## config.mk

```make
export PLATFORM = sky130hd
export DESIGN_NAME = uvs_front
export DESIGN_NICKNAME = d
export VERILOG_FILES = /design/src/uvs_pkg.sv /design/src/uvs_front.sv
export SDC_FILE = /design/constraint.sdc
export NUM_CORES = 1
export LEC_CHECK = 0
export ABC_CLOCK_PERIOD_IN_PS = 7880
export BUFFER_PORTS_ARGS = -buffer_cell sky130_fd_sc_hd__buf_2
export CAP_MARGIN = 10
export CORE_MARGIN = 4
export CORE_UTILIZATION = 62
export CTS_CLUSTER_SIZE = 40
export DETAILED_ROUTE_END_ITERATION = 7
export PLACE_DENSITY = 0.89
export SYNTH_ARGS = -nofsm -noshare
export SYNTH_HDL_FRONTEND = slang
export SYNTH_SLANG_ARGS = --single-unit
```

## constraint.sdc

```tcl
create_clock -name clk -period 7.88 [get_ports clk]
set_input_delay 1.576 -clock clk [delete_from_list [all_inputs] [get_ports clk]]
set_output_delay 1.576 -clock clk [all_outputs]
set_load 0.005 [all_outputs]
```

## src/uvs_pkg.sv

```systemverilog
`timescale 1ns / 1ps
package uvs_pkg;

  // Grid and arithmetic sizes.
  localparam int MaxSegments = 1024;
  localparam int CordicSteps = 16;
  localparam int SegW        = 11;
  localparam int IdxW        = 21;
  localparam int TexW        = 17;
  localparam int PosW        = 16;
  localparam int AngW        = 36;
  localparam int CorW        = 34;
  localparam int DivBits     = 27;
  localparam int DivW        = 12;

  // Register addresses, one word apart.
  localparam logic [2:0] AddrSegU = 3'd0;
  localparam logic [2:0] AddrSegV = 3'd4;

  localparam logic signed [AngW-1:0] PiQ30     = 36'sd3373259426;
  localparam logic signed [AngW-1:0] HalfPiQ30 = 36'sd1686629713;
  localparam logic signed [CorW-1:0] GainQ30   = 34'sd652032874;

  // Queue depth between front and back.
  localparam int QDepth = 4;
  localparam int QPtrW  = 2;

  // Arctangent table in Q2.30.
  function automatic logic signed [AngW-1:0] atan_q30(input int k);
    logic signed [AngW-1:0] r;
    begin
      case (k)
        0: r = 36'sd843314857;
        1: r = 36'sd497837829;
        2: r = 36'sd263043837;
        3: r = 36'sd133525159;
        4: r = 36'sd67021687;
        5: r = 36'sd33543516;
        6: r = 36'sd16775851;
        7: r = 36'sd8388437;
        8: r = 36'sd4194283;
        9: r = 36'sd2097149;
        default: r = AngW'(64'sd1 <<< (30 - k));
      endcase
      return r;
    end
  endfunction

  // One classified grid point as carried from front to back.
  typedef struct packed {
    logic [SegW-1:0] col;
    logic [SegW-1:0] row;
    logic [SegW-1:0] nu;
    logic [SegW-1:0] nv;
    logic            face;
  } item_t;

endpackage

```

## src/uvs_front.sv

```systemverilog
`timescale 1ns / 1ps
module uvs_front
  import uvs_pkg::*;
(
  input  logic            clk,
  input  logic            rst,
  input  logic            start,
  input  logic [SegW-1:0] column_index,
  input  logic [SegW-1:0] row_index,
  input  logic [SegW-1:0] seg_u,
  input  logic [SegW-1:0] seg_v,
  input  logic            pop,
  output logic            busy,
  output logic            q_valid,
  output item_t           q_item
);

  item_t                 mem [QDepth];
  logic [QPtrW-1:0]      wptr;
  logic [QPtrW-1:0]      rptr;
  logic [QPtrW:0]        count;
  logic [SegW-1:0]       nu;
  logic [SegW-1:0]       nv;
  logic [SegW-1:0]       col;
  logic [SegW-1:0]       row;
  item_t                 cls;
  logic                  push;

  // Effective counts and clamped grid point.
  always_comb begin
    nu = (seg_u == '0) ? SegW'(1) : ((seg_u > SegW'(MaxSegments)) ? SegW'(MaxSegments) : seg_u);
    nv = (seg_v == '0) ? SegW'(1) : ((seg_v > SegW'(MaxSegments)) ? SegW'(MaxSegments) : seg_v);
    col = (column_index > nu) ? nu : column_index;
    row = (row_index > nv) ? nv : row_index;
    cls.col = col;
    cls.row = row;
    cls.nu = nu;
    cls.nv = nv;
    cls.face = (col < nu) && (row < nv);
  end

  assign busy    = (count == (QPtrW+1)'(QDepth));
  assign push    = start && !busy;
  assign q_valid = (count != '0);
  assign q_item  = mem[rptr];

  // Small word queue toward the back part.
  always_ff @(posedge clk) begin
    if (push) begin
      mem[wptr] <= cls;
    end
    if (rst) begin
      wptr <= '0;
      rptr <= '0;
      count <= '0;
    end else begin
      if (push) wptr <= wptr + 1'b1;
      if (pop) rptr <= rptr + 1'b1;
      count <= count + (QPtrW+1)'(push) - (QPtrW+1)'(pop);
    end
  end

endmodule

```

==> results.sh, run 1 <==
export IMPL_cp_arrival_ns=5.53
export IMPL_cts_hold_fix_buffers=0
export IMPL_period_share_pct=66.64
export IMPL_die_h_um=123.7
export IMPL_dp_cells=731
export IMPL_p_leak_nw=3.562
export IMPL_dr_pass1_iters=5
export IMPL_cp_end_kind="flop"
export IMPL_grt_overflow=0
export IMPL_n_antenna_cell=0
export IMPL_min_period_ns=5.251
export IMPL_die_w_um=123.7
export IMPL_synth_top_cells_by_count="edfxtp_1 (180), ha_1 (48), mux4_2 (45)"
export IMPL_io_buffers=94
export IMPL_syn_inst=471
export IMPL_start_util_pct=62.93
export IMPL_yosysTopAreaCellShare_pct=65.12
export IMPL_synth_ff_type="edfxtp_1"
export IMPL_tns_ns=0
export IMPL_use_met1_pct=30.67
export IMPL_clk_pin_slew_ns=0.07
export IMPL_grt_pass1_wl_um=26720
export IMPL_status="finished clean"
export IMPL_grt_max_degree=46
export IMPL_dp_hpwl_um=10970
export IMPL_grt_setup_unrepaired="no"
export IMPL_hold_viol_final=0
export IMPL_postSynth_asyncResetShare_pct=0
export IMPL_gp_congestion=0.9541
export IMPL_clock_sinks=189
export IMPL_yosysWarningCount=0
export IMPL_core_sq_mm=0.01319
export IMPL_syn_area_sq_mm=0.008300
export IMPL_yosysTopAreaCell="edfxtp_1"
export IMPL_cts_buffers=17
export IMPL_finClkSkew_ns=0.008556
export IMPL_crit_fanout=10
export IMPL_cts_resized=0
export IMPL_synth_most_common_cell="edfxtp_1"
export IMPL_drtIter0Drc=371
export IMPL_grt_busiest_layer="met2"
export IMPL_htree_num_levels=4
export IMPL_ys_ff_latch=189
export IMPL_max_cap_violations=0
export IMPL_max_slew_margin_pct=41.87
export IMPL_detail_route_antenna_nets=0
export IMPL_io_pin_count=95
export IMPL_num_rows=42
export IMPL_p_per_area_mw_per_mm2=266.6
export IMPL_layoutNonFillerInstCount=764
export IMPL_fmax_mhz=190.4
export IMPL_ir_worst_vdd_mv=0.2136
export IMPL_startpoint_type="primary input"
export IMPL_clockBufferDepth=2
export IMPL_setup_viol=0
export IMPL_cts_tree="done"
export IMPL_worst_pin_slew_ns=0.8719
export IMPL_drt_wirelength_per_cell_um=22.76
export IMPL_synthDistinctLibCells=39
export IMPL_holdWs_ns=0.5297
export IMPL_insertion_delay_ns=0.43
export IMPL_ctsRootBufferMaster="clkbuf_16"
export IMPL_grt_usage_pct=24.17
export IMPL_via_count=4704
export IMPL_holdCritPathClass="reg -> reg"
export IMPL_grtUsageMet3_pct=5.086
export IMPL_drive_gt1_share_pct=34.86
export IMPL_viasPerCell=6.157
export IMPL_fillers=769
export IMPL_wl_um=17390
export IMPL_crit_required_ns=8.16
export IMPL_dieArea_sq_mm=0.01530
export IMPL_postCtsSetupBuffers=0
export IMPL_fin_nets=672
export IMPL_postSynthAreaPerCell_sq_um=17.62
export IMPL_grt_pass1_vias=4864
export IMPL_crit_type="in -> reg"
export IMPL_synth_edf_count=180
export IMPL_antenna_found_initial=0
export IMPL_seq_area_frac_synth_pct=67.29
export IMPL_area_delta_synth_final_pct=15.00
export IMPL_slew_viol_final=0
export IMPL_yosys_top_cells_area="edfxtp_1 (65%), mux4_2 (12%), ha_1 (7.2%)"
export IMPL_grt_use_met2_pct=40.86
export IMPL_drc_errors=0
export IMPL_synth_nets=568
[area by class of cell]
type | instances | area [sq um] | share of cell area (%)
repair buffers | 101 | 523.0 | 5.479
clock inverters | 14 | 135.1 | 1.416
inverters | 32 | 120.1 | 1.258
well taps | 176 | 220.2 | 2.307
multi-input cells | 234 | 2530 | 26.50
flip-flops and latches | 189 | 5588 | 58.54
clock buffers | 18 | 429.2 | 4.496
[per-stage QoR]
stage                     cell area [sq um]  setup slack, ns  utilization, %  power [mW]
after floorplan                        8300            2.898               -       1.568
after global placement                 8974            2.385           68.03       1.716
after detailed placement               8974            2.258           68.03       1.747
after CTS                              9538            2.673           72.31       2.565
after global routing                   9545            2.376           72.37       2.653
final                                  9545            2.629           72.37       2.544
[layout by cell type, fill, tap and decap left out, types with 2 or more instances in the layout]
master,count
a211oi_1,6
a21o_1,3
a21oi_1,14
and2_2,4
buf_2,94
buf_4,7
clkbuf_16,17
clkinv_1,2
clkinvlp_4,4
dfxtp_1,7
dfxtp_2,2
edfxtp_1,180
ha_1,48
inv_1,31
inv_6,4
inv_8,2
mux2_2,20
mux4_2,45
nand2_1,27
nand3_1,7
nand4_1,6
nor2_1,15
nor2b_1,4
nor3_1,4
nor4_1,3
o21ai_0,8
or3_1,2
xnor2_1,3
xor2_1,2
[worst max-delay path, stage by stage]
cell     delay, ns
buf_2         0.11
nor4_1        0.27
nand3_1       0.15
o21ai_0       0.23
nand2_1       0.17
ha_1          0.34
nand3_1       0.08
or3_1         0.39
or3_4         0.38
nand2_4       0.16
mux2_2        0.40
ha_1          0.30
a21oi_1       0.13
nor2b_1       0.05
o21ai_0       0.26
nand3_1       0.12
nor3_1        0.18
o211a_1       0.22
[final timing paths]
| path | start | end | slack [ns] | cells past startpoint |
|---|---|---|---|---|
| max | seg_u[4] | mem[2][0]$_DFFE_PP_ | 2.63 | 18 |
| min | rptr[0]$_SDFFE_PP0P_ | flop | 0.53 | 2 |
| max reg2reg | count[1]$_SDFF_PP0_ | count[2]$_SDFF_PP0_ | 5.45 | 11 |
| min reg2reg | rptr[0]$_SDFFE_PP0P_ | flop | 0.53 | 2 |
[power breakdown]
part / internal (mW) / leakage, nW / switching (mW)
combinational: 0.202 / 1.55 / 0.251
sequential: 1.24 / 1.75 / 0.0359
clock: 0.442 / 0.265 / 0.371
[kinds of logic (layout without fill, tap and decap cells)]
kind of cell / count (synthesis) / after routing / share of synthesized area (%)
AOI/OAI and AO/OA: 38 / 38 / 2.924
buffers and inverters: 48 / 165 / 2.291
DFF: 189 / 189 / 67.29
muxes: 66 / 66 / 15.04
adders and majority gates: 49 / 49 / 7.477
xor gates and xnor gates: 5 / 5 / 0.5277
and+or+nand+nor: 76 / 76 / 4.447
[state kept, by name, indices dropped and copies added, names as in the netlist, named ones only]
signal and count:
mem 180, rptr 2, count 3, wptr 2
[per-layer routing]
metal	vias to the layer above	wire length, um
li1	2060	-
met1	2395	6595
met2	198	9144
met3	51	1073
met4	0	574
met5	-	0
No activity file was read; power rests on OpenSTA's default activity.
==> run 2, diff against run 1 <==
--- a/config.mk
+++ b/config.mk
@@ -5,14 +5,15 @@
 export SDC_FILE = /design/constraint.sdc
 export NUM_CORES = 1
 export LEC_CHECK = 0
-export ABC_CLOCK_PERIOD_IN_PS = 7880
+export ABC_AREA = 1
+export ABC_CLOCK_PERIOD_IN_PS = 5060
 export BUFFER_PORTS_ARGS = -buffer_cell sky130_fd_sc_hd__buf_2
 export CAP_MARGIN = 10
 export CORE_MARGIN = 4
-export CORE_UTILIZATION = 62
+export CORE_UTILIZATION = 59
 export CTS_CLUSTER_SIZE = 40
 export DETAILED_ROUTE_END_ITERATION = 7
-export PLACE_DENSITY = 0.89
+export PLACE_DENSITY = 0.85
 export SYNTH_ARGS = -nofsm -noshare
 export SYNTH_HDL_FRONTEND = slang
 export SYNTH_SLANG_ARGS = --single-unit
==> constraint.sdc (replaced) <==
create_clock -name clk -period 5.06 [get_ports clk]
set_input_delay 1.012 -clock clk [delete_from_list [all_inputs] [get_ports clk]]
set_output_delay 1.012 -clock clk [all_outputs]
set_load 0.005 [all_outputs]
==> run 2 against run 1 <==
  * Die area grew 7.8%
  * Clock-buffer cell count unchanged
  * Combinational power rose by 64%
  * Setup slack got worse by 2.2 ns
  * Flip-flop and latch count unchanged
  * Final cell count is 40% higher
  * Clock power increased by 62%
  * Area after synthesis is 3.1% higher
==> results.sh, run 2 <==
export IMPL_grt_pass1_wl_um=30370
export IMPL_setup_viol=0
export IMPL_num_rows=43
export IMPL_fin_nets=973
export IMPL_grt_usage_pct=24.75
export IMPL_cp_cell_sequence="buf_2 > inv_1 > nand4_1 > nor2_1 > nor2_1 > nor2_2 > inv_1 > ha_1 > nand2_1 > nor2_1 > and2_1 > nand2_1 > nand3_1 > nand2_1 > buf_4 > o21ai_0 > ha_1 > a21oi_1 > o21ai_0 > and2_1 > nor4_1 > nand2_1 > nor2_2"
export IMPL_syn_inst=762
export IMPL_holdWs_ns=0.5130
export IMPL_cpMostUsedCell="nand2_1"
export IMPL_clock_sinks=189
export IMPL_cts_tree="done"
export IMPL_n_antenna_cell=0
export IMPL_period_share_pct=92.49
export IMPL_max_slew_margin_pct=23.95
export IMPL_final_cell_mix="edfxtp_1 (180), nor2_1 (116), o21ai_0 (113), buf_2 (94), nand2_1 (85)"
export IMPL_crit_type="in -> reg"
export IMPL_grt_max_degree=91
export IMPL_dp_slack_ns=0.04868
export IMPL_p_per_area_mw_per_mm2=404.1
export IMPL_drive_gt1_share_pct=20.47
export IMPL_cts_hold_fix_buffers=0
export IMPL_cts_buffers=17
export IMPL_antenna_found_initial=1
export IMPL_clk_pin_slew_ns=0.07
export IMPL_regMostFlops="mem"
export IMPL_yosysWarningCount=0
export IMPL_max_cap_violations=0
export IMPL_layoutNonFillerInstCount=1069
export IMPL_slew_viol_final=0
export IMPL_yosysTopAreaCellShare_pct=63.16
export IMPL_viasPerCell=5.822
export IMPL_drc_errors=0
export IMPL_crit_required_ns=5.32
export IMPL_final_area_sq_mm=0.01003
export IMPL_seq_area_frac_synth_pct=65.26
export IMPL_postSynth_asyncResetShare_pct=0
export IMPL_final_common_cell="edfxtp_1"
export IMPL_cp_slowest_cell="ha_1"
export IMPL_p_leak_nw=4.002
export IMPL_dp_hpwl_um=13520
export IMPL_crit_fanout=10
export IMPL_io_pin_count=95
export IMPL_die_w_um=128.4
export IMPL_syn_area_sq_mm=0.008558
export IMPL_holdCritPathClass="reg -> reg"
export IMPL_startpoint_type="primary input"
export IMPL_fmax_mhz=213.7
export IMPL_synth_ff_type="edfxtp_1"
export IMPL_die_h_um=128.4
export IMPL_cp_end_kind="flop"
export IMPL_ctsRootBufferMaster="clkbuf_16"
export IMPL_dieArea_sq_mm=0.01650
export IMPL_multi_input_area_sq_mm=0.002638
export IMPL_io_buffers=94
export IMPL_grt_pass1_vias=5811
export IMPL_yosys_top_cells_area="edfxtp_1 (63%), ha_1 (7.0%), o21ai_0 (6.6%)"
export IMPL_detail_route_antenna_nets=0
export IMPL_start_util_pct=60.95
export IMPL_post_dp_cell_area_sq_mm=0.009405
export IMPL_synth_most_common_cell="edfxtp_1"
export IMPL_insertion_delay_ns=0.44
export IMPL_hold_viol_final=0
export IMPL_synth_nets=859
export IMPL_gp_congestion=0.8844
export IMPL_synth_top_cells_by_count="edfxtp_1 (180), nor2_1 (126), o21ai_0 (113)"
export IMPL_dr_pass1_iters=5
export IMPL_slowest_delay_ns=0.31
export IMPL_dp_cells=1035
export IMPL_min_period_ns=4.680
export IMPL_regArea_sq_mm=0.005587
export IMPL_grt_overflow=0
export IMPL_via_count=6224
export IMPL_clockBufferDepth=2
export IMPL_status="finished clean"
export IMPL_postSynthAreaPerCell_sq_um=11.23
export IMPL_cp_arrival_ns=4.94
export IMPL_finClkSkew_ns=0.006968
export IMPL_htree_num_levels=4
export IMPL_fillers=949
export IMPL_yosysTopAreaCell="edfxtp_1"
export IMPL_core_sq_mm=0.01404
export IMPL_drtIter0Drc=688
export IMPL_timing_final_ws_setup_ns=0.3798
export IMPL_worst_pin_slew_ns=1.141
export IMPL_area_delta_synth_final_pct=17.15
export IMPL_largest_register_ffs=180
export IMPL_ys_ff_latch=189
export IMPL_wl_um=20290
export IMPL_fin_util_pct=71.40
export IMPL_reg_top3="mem (180), count (3)"
export IMPL_ir_worst_vdd_mv=0.2475
export IMPL_synth_edf_count=180
export IMPL_drt_wirelength_per_cell_um=18.98
export IMPL_synthDistinctLibCells=29
[run 2: final timing paths]
path	from	to	slack [ns]	cells past startpoint
max reg2reg	count[1]$_SDFF_PP0_	mem[0][43]$_DFFE_PP_	2.45	5
min	wptr[0]$_SDFFE_PP0P_	wptr[0]$_SDFFE_PP0P_	0.51	2
min reg2reg	wptr[0]$_SDFFE_PP0P_	wptr[0]$_SDFFE_PP0P_	0.51	2
max	seg_u[3]	mem[0][0]$_DFFE_PP_	0.38	23
[run 2: per-layer routing]
metal / part of all wire (%) / GRT usage (%)
met2: 48 / 41.31
met3: 9.3 / 6.310
met4: 2.3 / 8.677
met1: 40 / 31.69
met5: 0.064 / 0
[run 2: worst max-delay path: cells and delay by family]
kind	cells	cell delay [ns]
buffers and inverters	4	0.50
adder cells (fa/ha/maj)	2	0.61
AND/OR/NAND/NOR	14	2.30
AO/OA/AOI/OAI	3	0.51
[run 2: kinds of logic (layout without fill, tap and decap cells)]
| logic type | count (synthesis) | after routing | share of synthesized area [%] |
|---|---|---|---|
| fa+ha+maj | 49 | 49 | 7.252 |
| compound gates | 183 | 183 | 11.55 |
| simple gates | 240 | 240 | 11.39 |
| xor+xnor | 1 | 1 | 0.1024 |
| flops | 189 | 189 | 65.26 |
| buf+inv | 100 | 227 | 4.444 |
[run 2: layout make-up]
type,instances,area share (%)
flip-flops and latches,189,55.72
multi-input cells,473,26.31
repair buffers,130,7.388
clock buffers,18,4.281
inverters,65,2.446
well taps,180,2.246
clock inverters,14,1.610
[run 2: report_power, final]
group / switching (mW) / internal [mW] / total (mW)
sequential: 0.0496 / 1.94 / 1.99
clock: 0.582 / 0.738 / 1.32
combinational: 0.484 / 0.260 / 0.744
[run 2: metrics by stage]
step                total power, mW  setup TNS [ns]
CTS                           4.045               0
global placement              2.715               0
finish                        4.051               0
floorplan                     2.426               0
global route                  4.222        -0.03983
detailed placement            2.749               0
[run 2: what timing repair did]
action / in CTS / in global routing
gates resized for setup: 0 / 6
endpoints found under the setup margin: 0 / 4
buffers inserted: 0 / 2
==> run 3, diff against run 2 <==
--- a/config.mk
+++ b/config.mk
@@ -6,14 +6,16 @@
 export NUM_CORES = 1
 export LEC_CHECK = 0
 export ABC_AREA = 1
-export ABC_CLOCK_PERIOD_IN_PS = 5060
+export ABC_CLOCK_PERIOD_IN_PS = 4780
 export BUFFER_PORTS_ARGS = -buffer_cell sky130_fd_sc_hd__buf_2
 export CAP_MARGIN = 10
 export CORE_MARGIN = 4
 export CORE_UTILIZATION = 59
 export CTS_CLUSTER_SIZE = 40
 export DETAILED_ROUTE_END_ITERATION = 7
+export MAX_ROUTING_LAYER = met4
 export PLACE_DENSITY = 0.85
 export SYNTH_ARGS = -nofsm -noshare
 export SYNTH_HDL_FRONTEND = slang
 export SYNTH_SLANG_ARGS = --single-unit
+export TNS_END_PERCENT = 1
==> constraint.sdc (replaced) <==
create_clock -name clk -period 4.78 [get_ports clk]
set_input_delay 0.956 -clock clk [delete_from_list [all_inputs] [get_ports clk]]
set_output_delay 0.956 -clock clk [all_outputs]
set_load 0.005 [all_outputs]
==> run 3 against run 2 <==
  * Clock power down 3%
  * Critical path depth up 1
  * Clock skew up 0.00078 ns
  * Final area down 0.85%
  * Non-clock buffer count down 3
  * Critical path type unchanged
==> results.sh, run 3 (same netlist as run 2, synthesis figures left out) <==
export IMPL_status="finished clean"
export IMPL_dp_slack_ns=-0.04043
export IMPL_insertion_delay_ns=0.43
export IMPL_cp_arrival_ns=4.64
export IMPL_cp_slowest_cell="nor2_1"
export IMPL_startpoint_type="primary input"
export IMPL_dp_cells=1034
export IMPL_largest_register_ffs=180
export IMPL_clock_sinks=189
export IMPL_postCtsSetupBuffers=0
export IMPL_ctsRootBufferMaster="clkbuf_16"
export IMPL_min_period_ns=4.395
export IMPL_die_h_um=128.4
export IMPL_viasPerCell=5.726
export IMPL_grt_overflow=0
export IMPL_max_cap_violations=0
export IMPL_reg_top3="mem (180), count (3)"
export IMPL_crit_fanout=10
export IMPL_layoutNonFillerInstCount=1068
export IMPL_period_share_pct=91.94
export IMPL_crit_type="in -> reg"
export IMPL_drtIter0Drc=686
export IMPL_p_leak_nw=3.962
export IMPL_core_sq_mm=0.01404
export IMPL_area_delta_synth_final_pct=16.15
export IMPL_io_buffers=94
export IMPL_critPathBufInv=4
export IMPL_die_w_um=128.4
export IMPL_drt_wirelength_per_cell_um=17.69
export IMPL_via_count=6115
export IMPL_detail_route_antenna_nets=0
export IMPL_cts_buffers=17
export IMPL_path_delay_family="simple AND/OR/NAND/NOR gates"
export IMPL_grt_setup_unrepaired="no"
export IMPL_grt_max_degree=91
export IMPL_clockBufferDepth=2
export IMPL_grt_pass1_vias=5827
export IMPL_dp_hpwl_um=12470
export IMPL_post_dp_cell_area_sq_mm=0.009398
export IMPL_drc_errors=0
export IMPL_cts_hold_fix_buffers=0
export IMPL_cp_cell_sequence="buf_2 > inv_1 > nand3_1 > nor2_1 > nor2_1 > inv_1 > nand2_1 > ha_1 > nand2_1 > nor2_1 > and2_1 > nand2_1 > nand3_1 > nand2_1 > buf_4 > nand2_1 > o21ai_1 > ha_1 > a21oi_1 > o21ai_0 > and2_1 > nor4_1 > nand2_1 > nor2_1"
export IMPL_hold_viol_final=0
export IMPL_final_cell_mix="edfxtp_1 (180), nor2_1 (121), o21ai_0 (111), buf_2 (94), nand2_1 (85)"
export IMPL_cts_tree="done"
export IMPL_max_slew_margin_pct=26.36
export IMPL_io_pin_count=95
export IMPL_fillers=977
export IMPL_grt_pass1_wl_um=29800
export IMPL_htree_num_levels=4
export IMPL_cts_resized=0
export IMPL_ir_worst_vdd_mv=0.2439
export IMPL_grt_usage_pct=24.64
export IMPL_finClkSkew_ns=0.007745
export IMPL_slew_viol_final=0
export IMPL_cpMostUsedCell="nand2_1"
export IMPL_p_per_area_mw_per_mm2=416.2
export IMPL_holdCritPathClass="reg -> reg"
export IMPL_num_rows=43
export IMPL_gp_congestion=0.9711
export IMPL_dieArea_sq_mm=0.01650
export IMPL_slowest_delay_ns=0.45
export IMPL_fin_nets=970
export IMPL_regMostFlops="mem"
export IMPL_final_common_cell="edfxtp_1"
export IMPL_clk_pin_slew_ns=0.06
export IMPL_cp_end_kind="flop"
export IMPL_final_area_sq_mm=0.009941
export IMPL_antenna_found_initial=2
export IMPL_drive_gt1_share_pct=19.30
export IMPL_setup_viol=0
export IMPL_fmax_mhz=227.5
export IMPL_dr_pass1_iters=5
export IMPL_worst_pin_slew_ns=1.103
export IMPL_crit_required_ns=5.03
export IMPL_start_util_pct=60.95
export IMPL_wl_um=18890
export IMPL_timing_final_ws_setup_ns=0.3852
-- run 3: cell types whose count changed in the layout (fill, tap and decap cells not counted), sizes merged --
cell,before,now
clkbuf,18,20
clkinv,7,9
clkinvlp,2,3
buf,130,127
bufinv,2,1
diode,0,2
inv,68,64
-- run 3: path summary, 6_finish.rpt --
path	startpoint	end	cells after the start	slack [ns]
max reg2reg	count[1]$_SDFF_PP0_	mem[2][44]$_DFFE_PP_	5	2.28
max	seg_u[7]	mem[0][0]$_DFFE_PP_	24	0.39
min	rptr[1]$_SDFFE_PP0P_	flop	2	0.51
min reg2reg	rptr[1]$_SDFFE_PP0P_	flop	2	0.51
-- run 3: area by class of cell --
cell class | instances | area (sq um) | share of cell area, %
Multi-Input combinational cell | 473 | 2625 | 26.41
Tap cell | 180 | 225.2 | 2.266
Inverter | 65 | 245.2 | 2.467
Clock inverter | 12 | 98.84 | 0.9943
Antenna cell | 2 | 5.005 | 0.05035
Clock buffer | 20 | 436.7 | 4.393
Timing Repair Buffer | 127 | 718.2 | 7.225
Sequential cell | 189 | 5587 | 56.20
-- run 3: power breakdown --
group | internal (mW) | leakage, nW | switching [mW]
registers | 2.05 | 1.75 | 0.0480
logic | 0.269 | 1.96 | 0.493
clock network | 0.712 | 0.257 | 0.565
total | 3.03 | 3.96 | 1.11
-- run 3: worst min-delay path, stage by stage, from the launching register on --
cell	delay, ns
dfxtp_1	0.31
nor2_1	0.10
nor3b_1	0.06
-- run 3: metal layers --
metal  track usage, %  vias to the layer above  share of wire (%)
li1                 -                     2922                  -
met1            32.31                     2882                 42
met2            38.95                      290                 48
met3            4.691                       21                9.0
met4            8.552                        0                1.6
met5                -                        -                  0
-- run 3: per-stage QoR --
stage	TNS (ns)	power [mW]	util (%)	hold slack, ns
CTS	0	4.146	70.74	0.5126
detailed placement	-0.1617	2.890	66.93	0.5014
finish	0	4.138	70.79	0.5121
global placement	0	2.864	66.93	0.4958
floorplan	0	2.568	-	0.4752
global route	0	4.327	70.79	0.5315
